<file path="src/rtl/npe_pkg.sv">
`timescale 1ns / 1ps
// Shared types and constants for the next-permutation engine.
// Used by npe_core and next_permutation_engine; depends on nothing.
package npe_pkg;

    localparam int MAX_ELEMS  = 16;
    localparam int ELEM_WIDTH = 16;
    localparam int IDX_W      = $clog2(MAX_ELEMS);
    localparam int CFG_W      = 5;

    // sequencer phases
    typedef enum logic [3:0] {
        PH_IDLE,
        PH_SCAN,
        PH_FIND,
        PH_SWAP,
        PH_REV_RL,
        PH_REV_RH,
        PH_REV_WH,
        PH_REV_WL,
        PH_EM_RD,
        PH_EM_WR
    } npe_phase_t;

    // one result word handed from the core to the output stage
    typedef struct packed {
        logic [IDX_W-1:0]      position;
        logic [ELEM_WIDTH-1:0] element;
        logic                  advanced;
        logic                  last;
    } npe_word_t;

endpackage

</file>
<file path="src/rtl/npe_core.sv">
`timescale 1ns / 1ps
// Element store and advance sequencer of the next-permutation engine.
// Depends on npe_pkg; the store is a one-read, one-write synchronous RAM.
module npe_core (
    input  logic                            clk,
    input  logic                            rst_n,
    input  logic                            in_valid,
    output logic                            in_ready,
    input  logic                            cmd,
    input  logic [3:0]                      index,
    input  logic [15:0]                     value,
    input  logic [npe_pkg::CFG_W-1:0]       active_size,
    input  logic                            push_ok,
    output logic                            push,
    output npe_pkg::npe_word_t              word
);
    import npe_pkg::*;

    logic [ELEM_WIDTH-1:0] store_mem [MAX_ELEMS];
    logic [ELEM_WIDTH-1:0] rd_data_reg;

    logic                  rd_en;
    logic [IDX_W-1:0]      rd_addr;
    logic                  wr_en;
    logic [IDX_W-1:0]      wr_addr;
    logic [ELEM_WIDTH-1:0] wr_data;

    npe_phase_t            state_reg, state_next;
    logic [IDX_W-1:0]      ptr_reg, ptr_next;
    logic [IDX_W-1:0]      lo_reg, lo_next;
    logic [IDX_W-1:0]      hi_reg, hi_next;
    logic [IDX_W-1:0]      piv_reg, piv_next;
    logic [IDX_W-1:0]      swp_reg, swp_next;
    logic [ELEM_WIDTH-1:0] hold_reg, hold_next;
    logic [ELEM_WIDTH-1:0] pv_reg, pv_next;
    logic                  first_reg, first_next;
    logic                  adv_reg, adv_next;

    logic [CFG_W-1:0]      n_sat;
    logic [IDX_W-1:0]      last_idx;
    logic                  accept;

    assign n_sat    = (active_size > CFG_W'(MAX_ELEMS)) ? CFG_W'(MAX_ELEMS) : active_size;
    assign last_idx = IDX_W'(n_sat - CFG_W'(1));
    assign in_ready = (state_reg == PH_IDLE);
    assign accept   = in_valid && in_ready;

    // store: contents stay undefined until written
    always_ff @(posedge clk)
    begin
        if (wr_en)
        begin
            store_mem[wr_addr] <= wr_data;
        end
        if (rd_en)
        begin
            rd_data_reg <= store_mem[rd_addr];
        end
    end

    always_ff @(posedge clk or negedge rst_n)
    begin
        if (!rst_n)
        begin
            state_reg <= PH_IDLE;
            ptr_reg   <= '0;
            lo_reg    <= '0;
            hi_reg    <= '0;
            piv_reg   <= '0;
            swp_reg   <= '0;
            first_reg <= 1'b0;
            adv_reg   <= 1'b0;
        end
        else
        begin
            state_reg <= state_next;
            ptr_reg   <= ptr_next;
            lo_reg    <= lo_next;
            hi_reg    <= hi_next;
            piv_reg   <= piv_next;
            swp_reg   <= swp_next;
            first_reg <= first_next;
            adv_reg   <= adv_next;
        end
    end

    always_ff @(posedge clk)
    begin
        hold_reg <= hold_next;
        pv_reg   <= pv_next;
    end

    always_comb
    begin
        state_next = state_reg;
        ptr_next   = ptr_reg;
        lo_next    = lo_reg;
        hi_next    = hi_reg;
        piv_next   = piv_reg;
        swp_next   = swp_reg;
        hold_next  = hold_reg;
        pv_next    = pv_reg;
        first_next = first_reg;
        adv_next   = adv_reg;
        rd_en      = 1'b0;
        rd_addr    = ptr_reg;
        wr_en      = 1'b0;
        wr_addr    = ptr_reg;
        wr_data    = rd_data_reg;
        push       = 1'b0;
        word.position = ptr_reg;
        word.element  = rd_data_reg;
        word.advanced = adv_reg;
        word.last     = (ptr_reg == IDX_W'(MAX_ELEMS - 1));

        case (state_reg)
            PH_IDLE:
            begin
                if (accept)
                begin
                    if (!cmd)
                    begin
                        wr_en   = 1'b1;
                        wr_addr = IDX_W'(index);
                        wr_data = ELEM_WIDTH'(value);
                    end
                    else if (n_sat < CFG_W'(2))
                    begin
                        // nothing to permute: emit unchanged
                        adv_next   = 1'b0;
                        piv_next   = '0;
                        swp_next   = '0;
                        ptr_next   = '0;
                        state_next = PH_EM_RD;
                    end
                    else
                    begin
                        rd_en      = 1'b1;
                        rd_addr    = last_idx;
                        ptr_next   = last_idx;
                        first_next = 1'b1;
                        state_next = PH_SCAN;
                    end
                end
            end

            // walk down from the end; hold_reg has the element right of ptr
            PH_SCAN:
            begin
                if (!first_reg && (rd_data_reg < hold_reg))
                begin
                    piv_next   = ptr_reg;
                    pv_next    = rd_data_reg;
                    rd_en      = 1'b1;
                    rd_addr    = last_idx;
                    ptr_next   = last_idx;
                    state_next = PH_FIND;
                end
                else if (ptr_reg == '0)
                begin
                    // no ascent: reverse the whole active part
                    adv_next   = 1'b0;
                    piv_next   = '0;
                    swp_next   = '0;
                    lo_next    = '0;
                    hi_next    = last_idx;
                    state_next = PH_REV_RL;
                end
                else
                begin
                    hold_next  = rd_data_reg;
                    first_next = 1'b0;
                    rd_en      = 1'b1;
                    rd_addr    = ptr_reg - IDX_W'(1);
                    ptr_next   = ptr_reg - IDX_W'(1);
                end
            end

            // rightmost element above the pivot value; one always exists
            PH_FIND:
            begin
                if (rd_data_reg > pv_reg)
                begin
                    wr_en      = 1'b1;
                    wr_addr    = piv_reg;
                    wr_data    = rd_data_reg;
                    swp_next   = ptr_reg;
                    state_next = PH_SWAP;
                end
                else
                begin
                    rd_en    = 1'b1;
                    rd_addr  = ptr_reg - IDX_W'(1);
                    ptr_next = ptr_reg - IDX_W'(1);
                end
            end

            PH_SWAP:
            begin
                wr_en      = 1'b1;
                wr_addr    = swp_reg;
                wr_data    = pv_reg;
                adv_next   = 1'b1;
                lo_next    = piv_reg + IDX_W'(1);
                hi_next    = last_idx;
                state_next = PH_REV_RL;
            end

            PH_REV_RL:
            begin
                if (lo_reg < hi_reg)
                begin
                    rd_en      = 1'b1;
                    rd_addr    = lo_reg;
                    state_next = PH_REV_RH;
                end
                else
                begin
                    ptr_next   = '0;
                    state_next = PH_EM_RD;
                end
            end

            PH_REV_RH:
            begin
                hold_next  = rd_data_reg;
                rd_en      = 1'b1;
                rd_addr    = hi_reg;
                state_next = PH_REV_WH;
            end

            PH_REV_WH:
            begin
                wr_en      = 1'b1;
                wr_addr    = hi_reg;
                wr_data    = hold_reg;
                state_next = PH_REV_WL;
            end

            // read data still holds the old high element
            PH_REV_WL:
            begin
                wr_en      = 1'b1;
                wr_addr    = lo_reg;
                wr_data    = rd_data_reg;
                lo_next    = lo_reg + IDX_W'(1);
                hi_next    = hi_reg - IDX_W'(1);
                state_next = PH_REV_RL;
            end

            PH_EM_RD:
            begin
                rd_en      = 1'b1;
                rd_addr    = ptr_reg;
                state_next = PH_EM_WR;
            end

            // hold the word until the output stage has room
            PH_EM_WR:
            begin
                if (push_ok)
                begin
                    push = 1'b1;
                    if (ptr_reg == IDX_W'(MAX_ELEMS - 1))
                    begin
                        state_next = PH_IDLE;
                    end
                    else
                    begin
                        ptr_next   = ptr_reg + IDX_W'(1);
                        state_next = PH_EM_RD;
                    end
                end
            end

            default:
            begin
                state_next = PH_IDLE;
            end
        endcase
    end

endmodule

</file>
<file path="src/rtl/next_permutation_engine.sv">
`timescale 1ns / 1ps
// Next-permutation engine: one item at a time. An advance over n active entries
// scans for the pivot, finds the swap partner, swaps, reverses the tail pair by
// pair (no pivot: reverses the whole active part; n < 2: none of these), then
// emits all 16 words via the single store read port, waiting on a full output.
// rst_n clears the sequencer, the output valid flag and active_size (to 16);
// the element store is not cleared and must be written before it is read.
module next_permutation_engine (
    input  logic                          clk,
    input  logic                          rst_n,
    input  logic                          in_valid,
    output logic                          in_ready,
    input  logic                          cmd,
    input  logic [3:0]                    index,
    input  logic [15:0]                   value,
    output logic                          out_valid,
    input  logic                          out_ready,
    output logic [3:0]                    position,
    output logic [15:0]                   element,
    output logic                          advanced,
    output logic                          last,
    input  logic                          cfg_wr_en,
    input  logic [npe_pkg::CFG_W-1:0]     cfg_wr_data
);
    import npe_pkg::*;

    logic [CFG_W-1:0] size_reg;
    logic             out_valid_reg;
    npe_word_t        out_word_reg;
    npe_word_t        core_word;
    logic             core_push;
    logic             push_ok;

    assign push_ok = !out_valid_reg || out_ready;

    npe_core u_core (
        .clk         (clk),
        .rst_n       (rst_n),
        .in_valid    (in_valid),
        .in_ready    (in_ready),
        .cmd         (cmd),
        .index       (index),
        .value       (value),
        .active_size (size_reg),
        .push_ok     (push_ok),
        .push        (core_push),
        .word        (core_word)
    );

    always_ff @(posedge clk or negedge rst_n)
    begin
        if (!rst_n)
        begin
            size_reg      <= CFG_W'(MAX_ELEMS);
            out_valid_reg <= 1'b0;
        end
        else
        begin
            if (cfg_wr_en)
            begin
                size_reg <= cfg_wr_data;
            end
            if (core_push)
            begin
                out_valid_reg <= 1'b1;
            end
            else if (out_ready)
            begin
                out_valid_reg <= 1'b0;
            end
        end
    end

    always_ff @(posedge clk)
    begin
        if (core_push)
        begin
            out_word_reg <= core_word;
        end
    end

    assign out_valid = out_valid_reg;
    assign position  = out_word_reg.position;
    assign element   = out_word_reg.element;
    assign advanced  = out_word_reg.advanced;
    assign last      = out_word_reg.last;

    // a word is never pushed over one that is still waiting
    a_no_overwrite: assert property (@(posedge clk) disable iff (!rst_n)
        core_push |-> (!out_valid_reg || out_ready))
        else $error("output word overwritten");

    // the run ends exactly at the top position
    a_last_pos: assert property (@(posedge clk) disable iff (!rst_n)
        (out_valid && last) |-> (position == IDX_W'(MAX_ELEMS - 1)))
        else $error("last flag away from final position");

    // no new item is taken while a run is still being emitted
    a_busy_emit: assert property (@(posedge clk) disable iff (!rst_n)
        (core_push && !core_word.last) |=> !in_ready)
        else $error("input accepted mid-run");

endmodule

</file>
<file path="config.mk">
export PLATFORM = sky130hd
export DESIGN_NAME = next_permutation_engine
export DESIGN_NICKNAME = d
export VERILOG_FILES = /design/src/rtl/npe_pkg.sv /design/src/rtl/npe_core.sv /design/src/rtl/next_permutation_engine.sv
export SDC_FILE = /design/constraint.sdc
export NUM_CORES = 1
export LEC_CHECK = 0
export BUFFER_PORTS_ARGS = -buffer_cell sky130_fd_sc_hd__buf_2
export CORE_ASPECT_RATIO = 1.5
export CORE_MARGIN = 3
export CORE_UTILIZATION = 45
export CTS_CLUSTER_DIAMETER = 30
export CTS_CLUSTER_SIZE = 30
export DETAILED_ROUTE_END_ITERATION = 12
export PLACE_DENSITY = 0.61
export SETUP_SLACK_MARGIN = 0.5
export SLEW_MARGIN = 10
export SYNTH_ARGS = -nofsm -noshare
export SYNTH_HDL_FRONTEND = slang
export SYNTH_HIERARCHICAL = 1
export SYNTH_SLANG_ARGS = --single-unit
export TNS_END_PERCENT = 10
</file>
<file path="constraint.sdc">
create_clock -name clk -period 4.8 [get_ports clk]
set_clock_uncertainty 0.15 [all_clocks]
set_input_delay 0 -clock clk [delete_from_list [all_inputs] [get_ports clk]]
set_output_delay 0 -clock clk [all_outputs]
set_load 0.02 [all_outputs]
</file>
==> results.txt, run 1 <==
Synth Area per Inst = 14.65 sq um
Port Buf Inserts = 54
post-DR wirelength/cell = 24.74 um
synthesis-stage register bit count = 358
DRT Pass-1 Iters = 5
nature of the critical path endpoint = register
largest net degree at the start of global routing = 37
count leader, synth = edfxtp_1
via count = 10200
Worst R2R End = u_core/store_mem[5][2]
r2r startpoint = u_core/rd_data_reg[15]
hold wc startpoint = value[3]
core area = 0.03542 sq mm
hpwl dp = 28780 um
Slew @ Worst Pin = 1.182 ns
critical path type = reg2reg
total track usage = 22.42%
yosys warns = 6
most used cell, CP = nor2_2
Tmin final = 4.207 ns
diode count = 0
fin crit share = 87.65%
Clk Latency, worst-skew pair = 0.58 ns
Ports = 55
worst hold slack = 0.1426 ns
Layout area overhead = 18.89%
TritonCTS clock tree = built
Async SR Flop Fraction = 8.939%
Starting Density = 45.96%
r2r setup slk = 0.59 ns
top_reg_cell synth = edfxtp_1
Mapped Area = 0.01628 sq mm
die width = 161.3 um
Achievable Freq = 237.7 MHz
final hold viol count = 0
clk slew on worst S/H paths = 0.06 ns
Core Rows = 84
Slew headroom = 21.12%
Fin Setup TNS = 0 ns
outcome = finished, final reports clean
HP Class = in2reg
post-synthesis sequential area ratio = 65.06%
root buf cell = clkbuf_16
area occupied by registers = 0.01059 sq mm
CTS Buffer Depth = 3
Vias/cell = 5.786
WP buf/inv = 1
initial antenna violation count = 0
DRC Markers = 0
CP top delay family = simple AND/OR/NAND/NOR gates
gpl congestion = 0.9783
placed cell areas = 0.01729 sq mm
Yosys cell types = 76
final net count = 1318
Max-Cap Viols = 0
CP startpoint kind = register
final WL = 43620 um
Cells after Synth = 1111
Fill cells = 2882
Max FO, Critical Path = 16
WP data arrival = 4.29 ns
Yosys top cell area share = 60.13%
area of the multi-input gates = 0.005194 sq mm
number of global-route vias before repair = 10590
EDFF count, synth = 326
Die H = 238.9 um
commonest cells in the netlist = edfxtp_1, mux2i_1, nand2_1, nor2_1, inv_1
Worst Hold Path EP = u_core/store_mem[3][3]
worst-path cell with the longest stage delay = edfxtp_1
die area = 0.03854 sq mm
pins over their slew limit = 0
CP Cell Sequence = ha_1, nand4_1, or2_1, or3_4, o2111a_2, nor2_2, a221o_1, a21oi_1, nor2_2, nand2_1, nor2_1, buf_4
max reg flops = 256
syn_nets = 1181
TritonCTS Buffers = 51
Worst EP required = 4.88 ns
Max H-tree Level = 2
post-synth top area cell = edfxtp_1
setup violators final = 0
hold depth = 3
Finished Cell Area = 0.01935 sq mm
reg2reg path depth = 12
Sink Count = 358
Synth area leaders = edfxtp_1, mux2i_1, dfrtp_1, ha_1, mux4_2
Routed Antenna Nets = 0
GRT Residual Overflow = 0
setup repair after global routing missed its margin = yes
DR iter-0 viols = 810
Biggest register = u_core/store_mem
slowest stage delay, CP = 0.49 ns
ratio of cells with drive above 1 in the final layout = 22.71%
first-pass GRT wire length = 64660 um
kinds of logic (layout without fill, tap and decap cells):
family	after synthesis	after routing	synth area share [%]
flops	358	358	65.06
mux	138	138	9.953
fa+ha+maj	39	39	2.997
simple gates	239	239	7.386
compound gates	230	230	10.90
buf+inv	102	281	3.436
xor+xnor	5	5	0.2691
final cells by class:
class | instances | area share, %
tap | 473 | 3.058
sequential | 358 | 54.72
inverter | 50 | 0.9697
timing repair buffer | 136 | 5.385
multi-input combinational | 651 | 26.83
clock buffer | 59 | 6.911
clock inverter | 36 | 2.120
repair_timing:
action / CTS / global route
hold buffers: 18 / 0
gates resized for setup: 1 / 5
pin swaps: 1 / 2
hold endpoints to repair: 59 / 0
setup buffers: 2 / 3
cloned: 0 / 2
setup endpoints to repair: 8 / 256
per-stage QoR:
| stage | setup WS (ns) | std cells | util, % |
|---|---|---|---|
| after floorplan | 0.4453 | 1111 | - |
| after global placement | 0.4788 | 1643 | 48.82 |
| after detailed placement | 0.4188 | 1643 | 48.82 |
| after CTS | 0.4818 | 1758 | 54.35 |
| after global routing | 0.3770 | 1763 | 54.65 |
| final | 0.5928 | 1763 | 54.65 |
tightest hold or removal path, stage by stage:
cell      delay (ns)
buf_2           0.08
a222oi_1        0.09
nand2_1         0.45
cell usage in the layout, fill, tap and decap left out, drive strengths merged, types with 20 or more instances in the layout:
cell,netlist,layout
nand2,80,80
mux2i,100,100
inv,50,55
ha,39,39
buf,29,117
a21oi,38,38
edfxtp,326,326
clkbuf,23,61
nor2,58,58
dfrtp,31,31
o21ai,55,55
o221ai,20,20
a22oi,33,33
mux2,21,21
per-layer routing:
| metal | GRT usage (%) | routed length, um | vias to the layer above |
|---|---|---|---|
| met1 | 25.74 | 16360 | 5119 |
| met3 | 2.877 | 1858 | 113 |
| li1 | - | - | 4639 |
| met5 | 0 | 0 | - |
| met4 | 10.67 | 2166 | 0 |
| met2 | 41.23 | 23230 | 329 |
how the worst max path moves through the flow:
stage                                         end                   start  cells past startpoint
after floorplan           u_core/store_mem[10][0]  u_core/rd_data_reg[15]                     10
after global placement     u_core/rd_data_reg[12]  u_core/rd_data_reg[14]                     13
after detailed placement   u_core/rd_data_reg[12]  u_core/rd_data_reg[14]                     13
after CTS                  u_core/store_mem[5][2]  u_core/rd_data_reg[13]                     12
after global routing       u_core/store_mem[5][2]  u_core/rd_data_reg[13]                     12
final                      u_core/store_mem[5][2]  u_core/rd_data_reg[15]                     12
Power of run 1 is left out: the tool's default activity adds up to more than one toggle a clock period on the data nets, which glitch-free logic cannot reach.
==> run 2: changes to the inputs <==
--- a/config.mk
+++ b/config.mk
@@ -5,9 +5,10 @@
 export SDC_FILE = /design/constraint.sdc
 export NUM_CORES = 1
 export LEC_CHECK = 0
+export ABC_AREA = 1
 export BUFFER_PORTS_ARGS = -buffer_cell sky130_fd_sc_hd__buf_2
 export CORE_ASPECT_RATIO = 1.5
-export CORE_MARGIN = 3
+export CORE_MARGIN = 2
 export CORE_UTILIZATION = 45
 export CTS_CLUSTER_DIAMETER = 30
 export CTS_CLUSTER_SIZE = 30
==> results.txt, run 2 <==
M1 WL = 18370 um
highest metal used = met4
gpl congestion = 0.9210
pins over their slew limit = 0
EDFF count, synth = 326
setup violators final = 0
via count = 12810
metal3 WL = 2482 um
Core Rows = 87
CTS Buffer Depth = 3
GRT Residual Overflow = 0
DRC Markers = 0
Port Buf Inserts = 54
Fin Setup TNS = 0 ns
Biggest register = u_core/store_mem
hpwl dp = 31520 um
Yosys top cell area share = 56.98%
worst hold slack = 0.0005077 ns
core area = 0.03766 sq mm
largest net degree at the start of global routing = 129
critical path type = reg2reg
leading cell type in the layout, fill and taps excluded = nand3_1
commonest cells in the netlist = nand3_1, edfxtp_1, inv_1, nand2_1, nor2_1
root buf cell = clkbuf_16
TritonCTS clock tree = built
Max H-tree Level = 2
Setup Buffers After CTS = 0
final WL = 48260 um
Routed Antenna Nets = 0
Layout area overhead = 19.94%
commonest cells after routing, fill and taps aside = nand3_1, edfxtp_1, inv_1
number of global-route vias before repair = 13010
DR iter-0 viols = 1050
Max-Cap Viols = 0
Fill cells = 3262
yosys warns = 6
die width = 163.5 um
Die H = 243.3 um
Sink Count = 358
HP Class = in2reg
syn_nets = 1787
DRT Pass-1 Iters = 5
WP data arrival = 4.22 ns
initial antenna violation count = 0
Ports = 55
setup repair after global routing missed its margin = no
top_reg_cell synth = edfxtp_1
Worst EP required = 4.94 ns
Max FO, Critical Path = 17
TritonCTS Buffers = 58
Cells after Synth = 1717
Synth Area per Inst = 10.01 sq um
post-synthesis sequential area ratio = 61.64%
met2 WL = 25170 um
CP startpoint kind = register
total track usage = 24.53%
Achievable Freq = 245.0 MHz
Yosys cell types = 43
area occupied by registers = 0.01059 sq mm
first-pass GRT wire length = 73800 um
Slew @ Worst Pin = 0.9824 ns
diode count = 0
post-synth top area cell = edfxtp_1
Synth area leaders = edfxtp_1, nand3_1, inv_1, nand2_1, dfrtp_1
nature of the critical path endpoint = register
Vias/cell = 5.364
Mapped Area = 0.01718 sq mm
post-DR wirelength/cell = 20.22 um
Starting Density = 45.62%
synthesis-stage register bit count = 358
area of the multi-input gates = 0.005036 sq mm
final hold viol count = 0
Slew headroom = 34.35%
ratio of cells with drive above 1 in the final layout = 13.07%
count leader, synth = nand3_1
fin crit share = 85.05%
clk slew on worst S/H paths = 0.05 ns
final net count = 1920
Async SR Flop Fraction = 8.939%
outcome = finished, final reports clean
max reg flops = 256
Clk Latency, worst-skew pair = 0.59 ns
Tmin final = 4.082 ns
die area = 0.03979 sq mm
[run 2: layout make-up]
| cell class | instances | area share, % |
|---|---|---|
| Clock buffer | 65 | 7.171 |
| Multi-Input combinational cell | 950 | 24.44 |
| Sequential cell | 358 | 51.40 |
| Inverter | 335 | 6.102 |
| Clock inverter | 43 | 2.362 |
| Tap cell | 489 | 2.969 |
| Timing Repair Buffer | 147 | 5.562 |
[run 2: cells by family (layout without fill, tap and decap cells)]
family                   after synthesis  in the layout  share of synthesized area (%)
AO/OA/AOI/OAI                        148            148                          5.076
XOR/XNOR                               5              5                         0.2549
adder cells (fa/ha/maj)               39             39                          2.840
buffers and inverters                409            590                          9.452
flip-flops                           358            358                          61.64
AND/OR/NAND/NOR                      758            758                          20.73
[run 2: path summary, 6_finish.rpt]
kind	cells after the start	start	to	slack [ns]
min reg2reg	0	u_core/adv_reg	advanced	0.35
min in group asynchronous	3	rst_n	size_reg[4]	0.38
max reg2reg	16	u_core/rd_data_reg[15]	u_core/rd_data_reg[5]	0.72
max	16	u_core/rd_data_reg[15]	u_core/rd_data_reg[5]	0.72
max in group asynchronous	4	rst_n	size_reg[1]	3.92
min	4	value[2]	u_core/store_mem[15][2]	0.0005
[run 2: critical path: stages, from the launching register on]
cell and delay [ns]:
edfxtp_1 0.46, ha_1 0.34, nand2_1 0.09, nor4_1 0.35, nand2_1 0.20, nand2_1 0.22
inv_1 0.08, nand2_1 0.32, inv_1 0.32, nand2_1 0.15, o211ai_2 0.09, inv_1 0.06
nand2_1 0.09, nand2_4 0.28, inv_2 0.26, nand3_1 0.15, nand2_1 0.17
[run 2: routing by layer]
metal / global-route usage (%) / vias up
li1: - / 6090
met1: 28.33 / 6191
met2: 43.94 / 414
met3: 3.354 / 110
met4: 12.62 / 0
met5: 0 / -
[run 2: timing repair]
action                                  CTS  global route
endpoints found under the setup margin    0            16
gates resized for setup                   0             1
endpoints found under the hold margin   279             0
hold buffers                             37             0
[run 2: stage by stage]
| step | util, % | std cells | worst slack (ns) | instance area, sq um |
|---|---|---|---|---|
| floorplan | - | 1717 | 1.499 | 17180 |
| global placement | 48.48 | 2242 | 0.4375 | 18260 |
| detailed placement | 48.48 | 2242 | 0.5062 | 18260 |
| CTS | 54.70 | 2387 | 0.5081 | 20600 |
| global route | 54.71 | 2387 | 0.5021 | 20610 |
| finish | 54.71 | 2387 | 0.7178 | 20610 |
Power of run 2 is left out for the same reason.
==> run 3: changes to the inputs <==
--- a/config.mk
+++ b/config.mk
@@ -13,7 +13,8 @@
 export CTS_CLUSTER_DIAMETER = 30
 export CTS_CLUSTER_SIZE = 30
 export DETAILED_ROUTE_END_ITERATION = 12
-export PLACE_DENSITY = 0.61
+export MAX_ROUTING_LAYER = met4
+export PLACE_DENSITY = 0.59
 export SETUP_SLACK_MARGIN = 0.5
 export SLEW_MARGIN = 10
 export SYNTH_ARGS = -nofsm -noshare
==> constraint.sdc (replaced) <==
create_clock -name clk -period 4.7 [get_ports clk]
set_clock_uncertainty 0.15 [all_clocks]
set_input_delay 0 -clock clk [delete_from_list [all_inputs] [get_ports clk]]
set_output_delay 0 -clock clk [all_outputs]
set_load 0.02 [all_outputs]
==> results.txt, run 3 (synthesis results as in run 2) <==
number of global-route vias before repair = 12970
initial antenna violation count = 0
Core Rows = 87
CP top delay family = simple AND/OR/NAND/NOR gates
Routed Antenna Nets = 0
DRC Markers = 0
Ports = 55
Port Buf Inserts = 54
via count = 12990
DRT Pass-1 Iters = 7
Max-Cap Viols = 0
CTS Buffer Depth = 3
CP startpoint kind = register
leading cell type in the layout, fill and taps excluded = nand3_1
GRT Residual Overflow = 0
WP buf/inv = 4
final worst slack = 0.6711 ns
first-pass GRT wire length = 76120 um
final hold viol count = 0
Clk Latency, worst-skew pair = 0.60 ns
most used cell, CP = nand3_1
HP Class = in2reg
clk slew on worst S/H paths = 0.06 ns
slowest stage delay, CP = 0.70 ns
core area = 0.03766 sq mm
total track usage = 26.45%
post-DR wirelength/cell = 21.14 um
Worst EP required = 4.94 ns
Sink Count = 358
hpwl dp = 31000 um
fin crit share = 85.72%
r2r setup slk = 0.67 ns
setup violators final = 0
Vias/cell = 5.442
worst-path cell with the longest stage delay = buf_4
Layout area overhead = 20.86%
outcome = finished, final reports clean
ratio of cells with drive above 1 in the final layout = 13.75%
gpl congestion = 0.9767
setup slack at placement = 0.7490 ns
Slew headroom = 14.25%
Fill cells = 3366
final WL = 50460 um
Max FO, Critical Path = 64
Fin Setup TNS = 0 ns
Max H-tree Level = 2
Achievable Freq = 248.2 MHz
die width = 163.5 um
TritonCTS Buffers = 59
pins over their slew limit = 0
max reg flops = 256
setup repair after global routing missed its margin = no
final net count = 1917
diode count = 0
Tmin final = 4.029 ns
DR iter-0 viols = 1431
TritonCTS clock tree = built
Starting Density = 45.62%
WP data arrival = 4.27 ns
largest net degree at the start of global routing = 129
die area = 0.03979 sq mm
nature of the critical path endpoint = register
root buf cell = clkbuf_16
Biggest register = u_core/store_mem
CP Cell Sequence = inv_1, nor2_1, inv_1, ha_1, inv_1, o21ai_1, nand3b_1, nor2_1, nand3_1, nand2_2, buf_4, nand3_1, nand3_1, nand3_1, nand2_1
Slew @ Worst Pin = 1.278 ns
Setup Buffers After CTS = 0
critical path type = reg2reg
commonest cells after routing, fill and taps aside = nand3_1, edfxtp_1, inv_1
Die H = 243.3 um
-- run 3: path summary, 6_finish.rpt --
check,from,cells past startpoint,endpoint
max,size_reg[0],15,u_core/rd_data_reg[12]
max in group asynchronous,rst_n,4,u_core/swp_reg[3]
min,value[5],4,u_core/store_mem[4][5]
min in group asynchronous,rst_n,3,size_reg[4]
max reg2reg,size_reg[0],15,u_core/rd_data_reg[12]
min reg2reg,u_core/adv_reg,0,advanced
-- run 3: final cells by class --
class | instances | area (sq um) | share of cell area [%]
multi-input combinational | 950 | 5040 | 24.27
inverter | 335 | 1257 | 6.056
timing repair buffer | 143 | 1114 | 5.363
clock inverter | 48 | 624.3 | 3.007
tap | 489 | 611.8 | 2.946
clock buffer | 64 | 1526 | 7.351
sequential | 358 | 10590 | 51.01
-- run 3: timing repair --
item                                    CTS  global route
endpoints found under the hold margin   240             0
endpoints found under the setup margin    0             1
resized for setup                         0             1
hold buffers                             36             0
-- run 3: worst register-to-register path, stage by stage (launching register included) --
cell and delay, ns:
dfrtp_1 0.36, inv_1 0.06, nor2_1 0.37, inv_1 0.17, ha_1 0.44, inv_1 0.15
o21ai_1 0.15, nand3b_1 0.10, nor2_1 0.27, nand3_1 0.15, nand2_2 0.10, buf_4 0.70
nand3_1 0.22, nand3_1 0.13, nand3_1 0.08, nand2_1 0.23
-- run 3: metrics by stage --
stage                     hold WS (ns)  utilization, %  instance area [sq um]  std cells
after floorplan                -0.4456               -                  17180       1717
after global placement       -0.005340           48.42                  18240       2239
after detailed placement     -0.006590           48.43                  18240       2239
after CTS                      0.03009           55.12                  20760       2387
after global routing           0.03534           55.13                  20760       2387
final                          0.01058           55.13                  20760       2387
-- run 3: per-layer routing --
metal	track usage (%)	vias to the layer above	part of all wire, %
li1	-	6091	-
met1	31.11	6179	39
met2	43.78	547	50
met3	3.388	172	6.0
met4	14.76	0	5.7
met5	-	-	0
Power of run 3 is left out for the same reason.
